--- src/hw/rtl/scr_pkg.sv ---
// ----------------------------------------------------------------------------
// scr_pkg
// Shared types and constants of the segment capacity reservation block.
// ----------------------------------------------------------------------------
`default_nettype none

package scr_pkg;

  localparam int unsigned MAX_SEGMENTS = 1024;
  // Block size is a power of two: block index and offset come from bit slices.
  localparam int unsigned BLK_W        = 5;
  localparam int unsigned BLK_SEGS     = 1 << BLK_W;

  localparam int unsigned CAP_W   = 16;
  localparam int unsigned SEG_W   = 11;
  localparam int unsigned CFG_IDX_W  = 2;
  localparam int unsigned CFG_DATA_W = 16;

  localparam logic [CFG_IDX_W-1:0] CFG_CAPACITY      = 2'd0;
  localparam logic [CFG_IDX_W-1:0] CFG_SEGMENT_COUNT = 2'd1;

  localparam logic [CAP_W-1:0] CAPACITY_RESET      = 16'd1;
  localparam logic [SEG_W-1:0] SEGMENT_COUNT_RESET = 11'd1024;

  // Commands from the controller to the datapath
  typedef struct packed {
    logic clr_step;   // write one memory entry of the clearing sweep
    logic load;       // latch a new request, start the walk
    logic blk_chk;    // fold a whole block minimum into the least value
    logic seg_rd;     // read the segment at the walk pointer
    logic seg_chk;    // fold the read segment into the least value
    logic blk_upd;    // subtract from a whole block lazily
    logic seg_upd;    // write back the read segment minus the amount
    logic rewind;     // walk pointer back to the range start
    logic respond;    // load the result register
  } scr_cmd_t;

  // Status from the datapath to the controller
  typedef struct packed {
    logic cfg_wr;     // a register write landed
    logic clr_last;   // clearing sweep at its last entry
    logic done;       // walk pointer reached the range end
    logic full_blk;   // walk pointer at a block fully inside the range
    logic reject;     // least value over the range is below the amount
    logic out_free;   // result register can take a result
  } scr_sts_t;

endpackage

`default_nettype wire

--- src/hw/rtl/scr_ctrl.sv ---
// ----------------------------------------------------------------------------
// scr_ctrl
// Sequencer: clearing sweep, check walk, update walk and response.
// ----------------------------------------------------------------------------
`default_nettype none

module scr_ctrl (
  input  wire logic              clk_i,
  input  wire logic              rst_ni,
  input  wire logic              in_valid_i,
  output logic                   in_ready_o,
  input  wire scr_pkg::scr_sts_t sts_i,
  output scr_pkg::scr_cmd_t      cmd_o
);
  import scr_pkg::*;

  typedef enum logic [6:0] {
    S_CLEAR     = 7'b0000001,
    S_IDLE      = 7'b0000010,
    S_CHK_ISSUE = 7'b0000100,
    S_CHK_EVAL  = 7'b0001000,
    S_UPD_ISSUE = 7'b0010000,
    S_UPD_WRITE = 7'b0100000,
    S_RESP      = 7'b1000000
  } state_e;

  state_e state_q, state_d;

  assign in_ready_o = (state_q == S_IDLE);

  // Next state and commands
  always_comb begin
    state_d = state_q;
    cmd_o   = '0;
    case (state_q)
      S_CLEAR: begin
        cmd_o.clr_step = 1'b1;
        if (sts_i.clr_last) state_d = S_IDLE;
      end
      S_IDLE: begin
        if (in_valid_i) begin
          cmd_o.load = 1'b1;
          state_d    = S_CHK_ISSUE;
        end
      end
      S_CHK_ISSUE: begin
        if (sts_i.done) begin
          cmd_o.rewind = 1'b1;
          state_d      = S_UPD_ISSUE;
        end else if (sts_i.full_blk) begin
          cmd_o.blk_chk = 1'b1;
        end else begin
          cmd_o.seg_rd = 1'b1;
          state_d      = S_CHK_EVAL;
        end
      end
      S_CHK_EVAL: begin
        cmd_o.seg_chk = 1'b1;
        state_d       = S_CHK_ISSUE;
      end
      S_UPD_ISSUE: begin
        // a rejected request (least < amount) skips the update walk
        if (sts_i.done || sts_i.reject) begin
          state_d = S_RESP;
        end else if (sts_i.full_blk) begin
          cmd_o.blk_upd = 1'b1;
        end else begin
          cmd_o.seg_rd = 1'b1;
          state_d      = S_UPD_WRITE;
        end
      end
      S_UPD_WRITE: begin
        cmd_o.seg_upd = 1'b1;
        state_d       = S_UPD_ISSUE;
      end
      S_RESP: begin
        if (sts_i.out_free) begin
          cmd_o.respond = 1'b1;
          state_d       = S_IDLE;
        end
      end
      default: state_d = S_CLEAR;
    endcase
    // a write to the capacity or segment count register reinitializes the segment row
    if (sts_i.cfg_wr) state_d = S_CLEAR;
  end

  always_ff @(posedge clk_i or negedge rst_ni) begin
    if (!rst_ni) state_q <= S_CLEAR;
    else         state_q <= state_d;
  end

endmodule

`default_nettype wire

--- config.mk ---
export PLATFORM = sky130hd
export DESIGN_NAME = scr_ctrl
export DESIGN_NICKNAME = d
export VERILOG_FILES = /design/src/hw/rtl/scr_pkg.sv /design/src/hw/rtl/scr_ctrl.sv
export SDC_FILE = /design/constraint.sdc
export NUM_CORES = 1
export LEC_CHECK = 0
export BUFFER_PORTS_ARGS = -buffer_cell sky130_fd_sc_hd__buf_2
export CAP_MARGIN = 20
export CORE_AREA = 2 2 39 41
export CTS_CLUSTER_SIZE = 28
export DETAILED_ROUTE_END_ITERATION = 12
export DIE_AREA = 0 0 41 43
export MAX_ROUTING_LAYER = met4
export PLACE_DENSITY = 0.69
export SYNTH_ARGS = -nofsm -noshare
export SYNTH_HDL_FRONTEND = slang
export SYNTH_SLANG_ARGS = --single-unit
--- constraint.sdc ---
create_clock -name clk_i -period 3.2 [get_ports clk_i]
set_clock_uncertainty 0.05 [all_clocks]
set_input_delay 0.32 -clock clk_i [delete_from_list [all_inputs] [get_ports clk_i]]
set_output_delay 0.32 -clock clk_i [all_outputs]
set_load 0.03 [all_outputs]
==> impl_metrics.tcl, run 1 <==
set metrics [dict create \
    drtIter0Drc 11 \
    dp_hpwl_um 1090 \
    die_y_um 43 \
    critPathRequiredTime_ns 2.83 \
    synth.cell_area_um2 564 \
    syn_avg_cell_area_um2 8.06 \
    cts_buffer_depth 2 \
    grt_first_pass_wirelength_um 2190 \
    highest_layer "met4" \
    synth-seq-cells 7 \
    crit_arrival_ns 1.93 \
    worstPathMaxFanout 8 \
    rr_worst_depth 5 \
    via_per_inst 5.52 \
    startpoint_type "register" \
    cpMaxStageDelayCell "or4_4" \
    min_period_over_period 0.717 \
    worstReg2RegEnd "state_q[0]" \
    cts.clk_slew.worst_paths_ns 0.05 \
    area_growth_pct 24.2 \
    synth-seq-area-share 0.313 \
    synth_nets 79 \
    n_fill_cell 147 \
    min_from "sts_i[5]" \
    layout_common_cells "buf_2 (18), nor2_1 (12), a21oi_1 (6), dfrtp_1 (6), nand2_1 (5)" \
    largest_register "state_q" \
    wl_per_cell_um 12.9 \
    yosysUniqueCellTypes 32 \
    leakagePower_uw 0.000332 \
    slew_violations 0 \
    grt_pass1_vias 519 \
    crit_buf_inv 1 \
    cts-root-buf "clkbuf_4" \
    path_cells "or4_4 > nor4b_4 > and2_1 > buf_2" \
    powerDensity_mw_per_mm2 502 \
    route.met3.wl_um 60 \
    tritoncts "yes" \
    place_inst 102 \
    slowest_delay_ns 0.58 \
    final_common_cell "buf_2" \
    min_to "state_q[2]" \
    portBuffers 18 \
    drive_above_1_share 0.275 \
    syn_inst 70 \
    endpoint_kind "output pin" \
    io-pin-count 19 \
    die_area_mm2 0.00176 \
    cts_setup_buffers 0 \
    whs_ns 0.281 \
    cts_buffers 3 \
    routed-wl-met2_um 662 \
    reg2reg_slack_ns 1.29 \
    vias 591 \
    largest_reg_flops 7 \
    antenna_found_initial 0 \
    first_pass_iters 4 \
    grt_use_total 0.188 \
    initial_core_util 0.408 \
    fin_setup_tns_ns 0 \
    route.detailed.drc 0 \
    clock-sinks 7 \
    core-area_mm2 0.00138 \
    rows 14 \
    cts_max_level 1 \
    num_antenna_cells 0 \
    relSlewSlack 0.619 \
    die_w_um 41 \
    grt_max_degree 12 \
    wl_met1_um 640 \
    regArea_um2 176 \
    postRouteAntennaNets 0 \
    max-cap-violations 0 \
    cts_resized 0 \
    hold_viol 0 \
    min-delay-path-class "in2reg" \
    ys_warn_count 0 \
    rsz0062_at_grt "no" \
    wirelength_um 1380 \
    nNetsFinal 101 \
    finalSetupViolations 0 \
    fin_crit_ns 2.30 \
    reg_top3 "state_q: 7 flops" \
    place_congestion 0.830 \
    peakVddDrop_v 0.000208 \
    fmax_mhz 436 \
    hold_depth 2 \
    multiInputGateArea_um2 367 \
    fin_cells 107 \
    grt.overflow.total 0 \
    worstMarginPinSlew_ns 0.567 \
    cp_top_family "simple AND/OR/NAND/NOR gates" \
    status "complete, no violations" \
    critical_path_class "reg2out" \
    worstSkewPairLatency_ns 0.25 \
    worstReg2RegStart "state_q[4]" \
]
metrics by stage:
| step | setup slack [ns] | area (um^2) | total power (uW) | util |
|---|---|---|---|---|
| 2_1_floorplan | 0.857 | 564 | 233 | - |
| 3_3_place_gp | 1.20 | 664 | 273 | 0.480 |
| 3_5_place_dp | 1.17 | 664 | 275 | 0.480 |
| 4_1_cts | 0.895 | 701 | 354 | 0.506 |
| 5_1_grt | 0.771 | 701 | 375 | 0.506 |
| 6_report | 0.904 | 701 | 352 | 0.506 |
worst reg2reg max path: stages, from the launching register on:
cell	delay, ns
dfrtp_1	0.44
or4_4	0.58
nor4b_4	0.32
a221o_2	0.24
a21oi_1	0.05
o32ai_1	0.14
cells in the mapped netlist (all sizes together):
master | n | share of area
or2 | 1 | 0.011
nor4b | 1 | 0.042
a311oi | 1 | 0.016
o32a | 1 | 0.018
o22ai | 1 | 0.011
nand4b | 1 | 0.016
xor2 | 1 | 0.016
a21boi | 1 | 0.013
mux2i | 2 | 0.035
a211oi | 1 | 0.013
dfrtp | 6 | 0.27
buf | 2 | 0.018
nor4 | 2 | 0.022
nand2 | 5 | 0.033
nor3 | 4 | 0.035
and2 | 3 | 0.033
nand3b | 1 | 0.013
or2b | 1 | 0.013
nor2 | 12 | 0.080
nand3 | 3 | 0.027
or3 | 1 | 0.011
a221o | 1 | 0.020
nor2b | 1 | 0.011
nand2b | 2 | 0.022
inv | 3 | 0.020
dfstp | 1 | 0.047
a21oi | 6 | 0.053
nor4bb | 1 | 0.018
nand4 | 1 | 0.011
or4bb | 1 | 0.020
o32ai | 1 | 0.016
or4 | 1 | 0.020
power breakdown:
part	switching [uW]	internal, uW	total (uW)
clock network	29.8	47.4	77.2
registers	19.6	103	122
logic	88.8	63.4	152
total	138	213	352
per-layer routing:
layer	GRT usage	vias up
met3	0.0314	2
met2	0.291	16
li1	-	299
met4	0.0800	0
met1	0.233	274
met5	-	-
worst max-delay path by stage:
stage	startpoint	to	depth (start not counted)
6_report	state_q[4]	cmd_o[7]	4
5_1_grt	state_q[4]	cmd_o[7]	4
4_1_cts	state_q[4]	cmd_o[7]	4
3_5_place_dp	state_q[4]	cmd_o[7]	4
3_3_place_gp	state_q[4]	cmd_o[7]	4
2_1_floorplan	state_q[5]	cmd_o[1]	3
cells by family (layout without fill, tap and decap cells):
logic type	Yosys count	in the layout	share of synthesized area
buffers and inverters	5	26	0.0377
muxes	2	2	0.0355
DFF	7	7	0.313
and+or+nand+nor	42	42	0.439
xor gates and xnor gates	1	1	0.0155
AOI/OAI and AO/OA	13	13	0.160
final cells by class:
type / count / area share
multi-input cells: 58 / 0.523
clock buffers: 4 / 0.0375
well taps: 16 / 0.0286
inverters: 3 / 0.0161
repair buffers: 19 / 0.143
flip-flops and latches: 7 / 0.252
repair_timing:
action | CTS | global route
endpoints found under the hold margin | 6 | 0
hold buffers | 1 | 0
setup endpoints to repair | 0 | 0
Note: power is estimated with default switching activity, not from simulation.
==> inputs of run 2 (changes only) <==
Settings changed: CORE_AREA 2 2 39 41 to unset, CORE_UTILIZATION set to 42, DIE_AREA 0 0 41 43 to unset, PLACE_DENSITY 0.69 to 0.71.
Clock period 3.2 ns to 1.9 ns, I/O delays scaled along.
==> run 2 against run 1 <==
  * The run now ends with setup timing left
  * Die area down 15%
  * Register-to-register slack got worse by 1.4 ns
  * Highest routed layer unchanged
  * Routed wire length rose by 41%
  * Largest power group unchanged
==> impl_metrics.tcl, run 2 (synthesis results as in run 1) <==
set metrics [dict create \
    status "complete, but fails checks" \
    violations "setup timing" \
    p_clk_frac 0.176 \
    peakVddDrop_v 0.000545 \
    die_area_mm2 0.00149 \
    initial_core_util 0.482 \
    rsz0062_at_grt "yes" \
    fin_ws_ns -0.172 \
    antenna_found_initial 0 \
    largest_register "state_q" \
    die_y_um 38.7 \
    max-cap-violations 0 \
    p_total_uw 738 \
    dp_hpwl_um 1220 \
    min_to "state_q[6]" \
    first_pass_iters 5 \
    seq_power_share 0.259 \
    reg2reg_slack_ns -0.07 \
    cts-root-buf "clkbuf_4" \
    grt_max_degree 9 \
    cts_buffer_depth 2 \
    worstReg2RegStart "state_q[4]" \
    critical_path_class "reg2out" \
    grt_use_total 0.266 \
    critPathRequiredTime_ns 1.66 \
    slowest_delay_ns 0.55 \
    leakagePower_uw 0.000428 \
    area_growth_pct 65.0 \
    rows 12 \
    vias 713 \
    endpoint_kind "output pin" \
    regArea_um2 176 \
    crit_arrival_ns 1.83 \
    grt_first_pass_wirelength_um 2620 \
    portBuffers 18 \
    wirelength_um 1930 \
    slew_violations 0 \
    multiInputGateArea_um2 438 \
    num_antenna_cells 0 \
    fin_crit_ns 2.07 \
    wl_per_cell_um 15.8 \
    cts.clk_slew.worst_paths_ns 0.05 \
    fmax_mhz 483 \
    drtIter0Drc 18 \
    swShare 0.401 \
    rr_worst_depth 6 \
    min_from "sts_i[5]" \
    via_per_inst 5.84 \
    n_fill_cell 81 \
    cts_buffers 3 \
    p_int_uw 442 \
    cts_max_level 1 \
    cpMaxStageDelayCell "or4_4" \
    relSlewSlack 0.785 \
    grt.overflow.total 0 \
    clock-sinks 7 \
    route.detailed.drc 0 \
    final_common_cell "buf_4" \
    die_w_um 38.7 \
    postLayoutCoreUtil 0.795 \
    fin_setup_tns_ns -0.516 \
    whs_ns 0.137 \
    path_cells "or4_4 > nor4b_4 > and2_4 > buf_6" \
    place_congestion 0.829 \
    drive_above_1_share 0.454 \
    reg_top3 "state_q: 7 flops" \
    core-area_mm2 0.00117 \
    min-delay-path-class "in2reg" \
    largest_reg_flops 7 \
    worstPathMaxFanout 3 \
    nNetsFinal 118 \
    powerDensity_mw_per_mm2 792 \
    min_period_over_period 1.09 \
    worstReg2RegEnd "state_q[0]" \
    power_frac_comb 0.565 \
    worstMarginPinSlew_ns 0.320 \
    io-pin-count 19 \
    startpoint_type "register" \
    switchingPower_uw 296 \
    postRouteAntennaNets 0 \
    finalSetupViolations 8 \
    worstSkewPairLatency_ns 0.24 \
    layout_common_cells "buf_4 (18), nor2_1 (12), buf_2 (12)" \
    hold_viol 0 \
    tritoncts "yes" \
    grt_pass1_vias 599 \
    hold_depth 2 \
]
run 2: cell types whose count changed in the layout (fill, tap and decap cells not counted), sizes merged:
cell	change
buf	+17
run 2: worst max path at each step:
stage                     cells past startpoint        from  endpoint  slack (ns)
after detailed placement                      4  state_q[4]  cmd_o[7]        0.03
after floorplan                               2  state_q[1]  cmd_o[2]       -0.25
after global placement                        4  state_q[0]  cmd_o[7]        0.09
after global routing                          4  state_q[4]  cmd_o[7]       -0.22
after CTS                                     4  state_q[4]  cmd_o[7]       -0.14
final                                         4  state_q[4]  cmd_o[7]       -0.17
run 2: layout make-up:
class / count / area share
Sequential cell: 7 / 0.190
Timing Repair Buffer: 36 / 0.281
Multi-Input combinational cell: 58 / 0.470
Inverter: 3 / 0.0121
Tap cell: 14 / 0.0188
Clock buffer: 4 / 0.0282
run 2: power groups by stage:
stage               registers, uW  logic, uW  clock network [uW]
floorplan                     198        200                   0
global placement              184        331                   0
detailed placement            185        336                   0
CTS                           183        353                 134
global route                  191        440                 148
finish                        191        417                 130
run 2: timing repair:
action / CTS / global route
setup buffers: 3 / 4
endpoints found under the setup margin: 7 / 13
hold endpoints to repair: 7 / 0
cloned: 0 / 0
hold buffers: 1 / 0
gates resized for setup: 11 / 9
pin swaps: 4 / 7
run 2: worst max-delay path, delay by kind of cell, from the launching register on:
| family | cells | cell delay (ns) |
|---|---|---|
| buffers and inverters | 1 | 0.12 |
| and+or+nand+nor | 3 | 1.08 |
| DFF | 1 | 0.39 |
run 2: per-layer routing:
metal,GRT usage,up-vias,wire length [um]
li1,-,332,-
met1,0.324,341,769
met2,0.458,36,1030
met3,0.0347,4,121
met4,0.0776,0,16
met5,-,-,0
run 2: stage by stage:
step                std cells  setup slack, ns  area (um^2)
global placement          110           0.0872          746
finish                    122           -0.172          931
detailed placement        110           0.0344          746
CTS                       118           -0.141          845
global route              122           -0.223          931
floorplan                  70           -0.251          579
==> inputs of run 3 (changes only) <==
--- a/config.mk
+++ b/config.mk
@@ -6,11 +6,12 @@
 export NUM_CORES = 1
 export LEC_CHECK = 0
+export ABC_AREA = 1
 export BUFFER_PORTS_ARGS = -buffer_cell sky130_fd_sc_hd__buf_2
 export CAP_MARGIN = 20
-export CORE_UTILIZATION = 42
+export CORE_UTILIZATION = 45
 export CTS_CLUSTER_SIZE = 28
 export DETAILED_ROUTE_END_ITERATION = 12
 export MAX_ROUTING_LAYER = met4
-export PLACE_DENSITY = 0.71
+export PLACE_DENSITY = 0.74
 export SYNTH_ARGS = -nofsm -noshare
 export SYNTH_HDL_FRONTEND = slang
==> constraint.sdc (replaced) <==
create_clock -name clk_i -period 1.9 [get_ports clk_i]
set_clock_uncertainty 0.05 [all_clocks]
set_input_delay 0.095 -clock clk_i [delete_from_list [all_inputs] [get_ports clk_i]]
set_output_delay 0.095 -clock clk_i [all_outputs]
set_load 0.03 [all_outputs]
==> run 3 against run 2 <==
  * The flow now finishes without violations
  * Synthesized cell count increased by 43%
  * Sequential cell count unchanged
  * Total power decreased by 8.3%
  * Cell count increased by 14%
  * Area after synthesis increased by 17%
  * Maximum frequency increased by 28%
  * Register-to-register slack improved by 0.54 ns
  * Setup slack improved by 0.45 ns
  * Critical path depth increased by 2
  * Largest power group unchanged
  * Highest routed layer unchanged
==> impl_metrics.tcl, run 3 <==
set metrics [dict create \
    fin_area_um2 815 \
    synth.top_cells.by_count "nand2_1 (20), nor2_1 (17), inv_1 (13)" \
    worstReg2RegStart "state_q[1]" \
    num_antenna_cells 0 \
    vias 689 \
    rows 13 \
    grt_first_pass_wirelength_um 2380 \
    powerDensity_mw_per_mm2 830 \
    drive_above_1_share 0.387 \
    final_common_cell "nand2_1" \
    die_w_um 40.3 \
    yosysUniqueCellTypes 20 \
    synth.cell_area_um2 659 \
    path_depth 6 \
    layout_common_cells "nand2_1 (20), buf_2 (18), nor2_1 (17)" \
    syn_avg_cell_area_um2 6.59 \
    fin_crit_ns 1.62 \
    fin_ws_ns 0.282 \
    leakagePower_uw 0.000516 \
    worstPathMaxFanout 4 \
    fin_cells 139 \
    fmax_mhz 618 \
    worstSkewPairLatency_ns 0.25 \
    synth-seq-cells 7 \
    clock-sinks 7 \
    grt_max_degree 8 \
    rsz0062_at_grt "no" \
    placed_area_um2 768 \
    synth_edf_count 0 \
    highest_layer "met4" \
    swShare 0.457 \
    cts_buffers 3 \
    startpoint_type "register" \
    portBuffers 18 \
    core-area_mm2 0.00133 \
    path_cells "nor2_4 > nand2_4 > nor2_4 > nand2_4 > nor2_8 > buf_2" \
    cp_top_family "simple AND/OR/NAND/NOR gates" \
    yosys-top-cells-area "dfrtp_1 (23%), nand2_1 (11%), nor2_1 (9.7%)" \
    cts_resized 0 \
    tritoncts "yes" \
    post-place-ws_ns 0.466 \
    yosysTopAreaCellShare 0.228 \
    cts_max_level 1 \
    status "complete, no violations" \
    route.met3.wl_um 32 \
    crit_buf_inv 1 \
    finalSetupViolations 0 \
    die_area_mm2 0.00162 \
    min_from "sts_i[5]" \
    grt_pass1_vias 600 \
    hold_depth 2 \
    grt_use_total 0.228 \
    postRouteAntennaNets 0 \
    hold_buffers 2 \
    synth-seq-area-share 0.268 \
    n_fill_cell 126 \
    p_int_uw 367 \
    largest_register "state_q" \
    dp_hpwl_um 1320 \
    min_period_over_period 0.852 \
    antenna_found_initial 0 \
    area_growth_pct 23.5 \
    first_pass_iters 4 \
    wl_per_cell_um 11.0 \
    worstMarginPinSlew_ns 0.330 \
    ys_warn_count 0 \
    via_per_inst 4.96 \
    nNetsFinal 134 \
    power_frac_comb 0.493 \
    cts_setup_buffers 0 \
    place_inst 133 \
    hold_viol 0 \
    critical_path_class "reg2out" \
    grt.overflow.total 0 \
    place_congestion 0.849 \
    crit_arrival_ns 1.47 \
    rr_worst_depth 8 \
    crit_path_start "state_q[1]" \
    critPathRequiredTime_ns 1.75 \
    routed-wl-met2_um 787 \
    postLayoutCoreUtil 0.611 \
    switchingPower_uw 309 \
    cts-root-buf "clkbuf_4" \
    async_flop_share 1.00 \
    endpoint_kind "output pin" \
    synth_most_common_cell "nand2_1" \
    wirelength_um 1530 \
    cts_buffer_depth 2 \
    min-delay-path-class "in2reg" \
    initial_core_util 0.494 \
    route.detailed.drc 0 \
    io-pin-count 19 \
    p_clk_frac 0.201 \
    seq_power_share 0.306 \
    slowest_delay_ns 0.45 \
    relSlewSlack 0.777 \
    largest_reg_flops 7 \
    synth_nets 109 \
    syn_inst 100 \
    drtIter0Drc 8 \
    reg_top3 "state_q: 7 flops" \
    cpMaxStageDelayCell "dfrtp_1" \
    synth_flop_cell "dfrtp_1" \
    slew_violations 0 \
    wl_met1_um 693 \
    max-cap-violations 0 \
    fin_setup_tns_ns 0 \
    cts.clk_slew.worst_paths_ns 0.06 \
    peakVddDrop_v 0.000426 \
    yosys.area.top_type "dfrtp_1" \
    die_y_um 40.3 \
]
[run 3: layout make-up]
type	count	area, um^2	share of cell area
repair buffers	20	110	0.135
clock buffers	4	26.3	0.0323
flip-flops and latches	7	176	0.217
multi-input cells	72	404	0.496
well taps	15	18.8	0.0230
inverters	21	78.8	0.0968
[run 3: kinds of logic (layout without fill, tap and decap cells)]
logic type             count (synthesis)  count (layout)  share of synthesized area
AO/OA/AOI/OAI                          5               5                     0.0512
buffers and inverters                 21              45                      0.120
flip-flops                             7               7                      0.268
AND/OR/NAND/NOR                       67              67                      0.562
[run 3: path summary, 6_finish.rpt]
| kind | slack, ns | end |
|---|---|---|
| worst max-delay path | 0.28 | cmd_o[3] |
| worst min-delay path | 0.06 | state_q[0] |
| worst max register to register | 0.47 | state_q[1] |
| worst min register to register | 0.57 | state_q[6] |
| max in group asynchronous | 1.39 | state_q[0] |
| min in group asynchronous | 0.18 | state_q[2] |
[run 3: per-stage QoR]
step | hold slack (ns) | power, uW
3_5_place_dp | -0.111 | 540
2_1_floorplan | -0.251 | 463
5_1_grt | 0.0639 | 725
6_report | 0.0577 | 676
3_3_place_gp | -0.114 | 530
4_1_cts | 0.0513 | 677
[run 3: worst reg2reg max path, stage by stage, from the launching register on]
cell,delay [ns]
dfrtp_1,0.45
nor2_4,0.16
nand2_4,0.09
nor2_4,0.13
nand2_4,0.09
nor2_8,0.10
inv_2,0.05
a21oi_1,0.14
nor2_1,0.06
[run 3: layer usage]
metal,GRT usage,vias to the layer above
li1,-,358
met1,0.256,315
met2,0.411,14
met3,0.0222,2
met4,0.0917,0
met5,-,-
[run 3: power groups by stage]
stage | Combinational [uW] | Clock [uW] | Sequential (uW)
2_1_floorplan | 259 | 0 | 204
3_3_place_gp | 321 | 0 | 209
3_5_place_dp | 330 | 0 | 210
4_1_cts | 335 | 135 | 207
5_1_grt | 373 | 144 | 209
6_report | 333 | 136 | 207
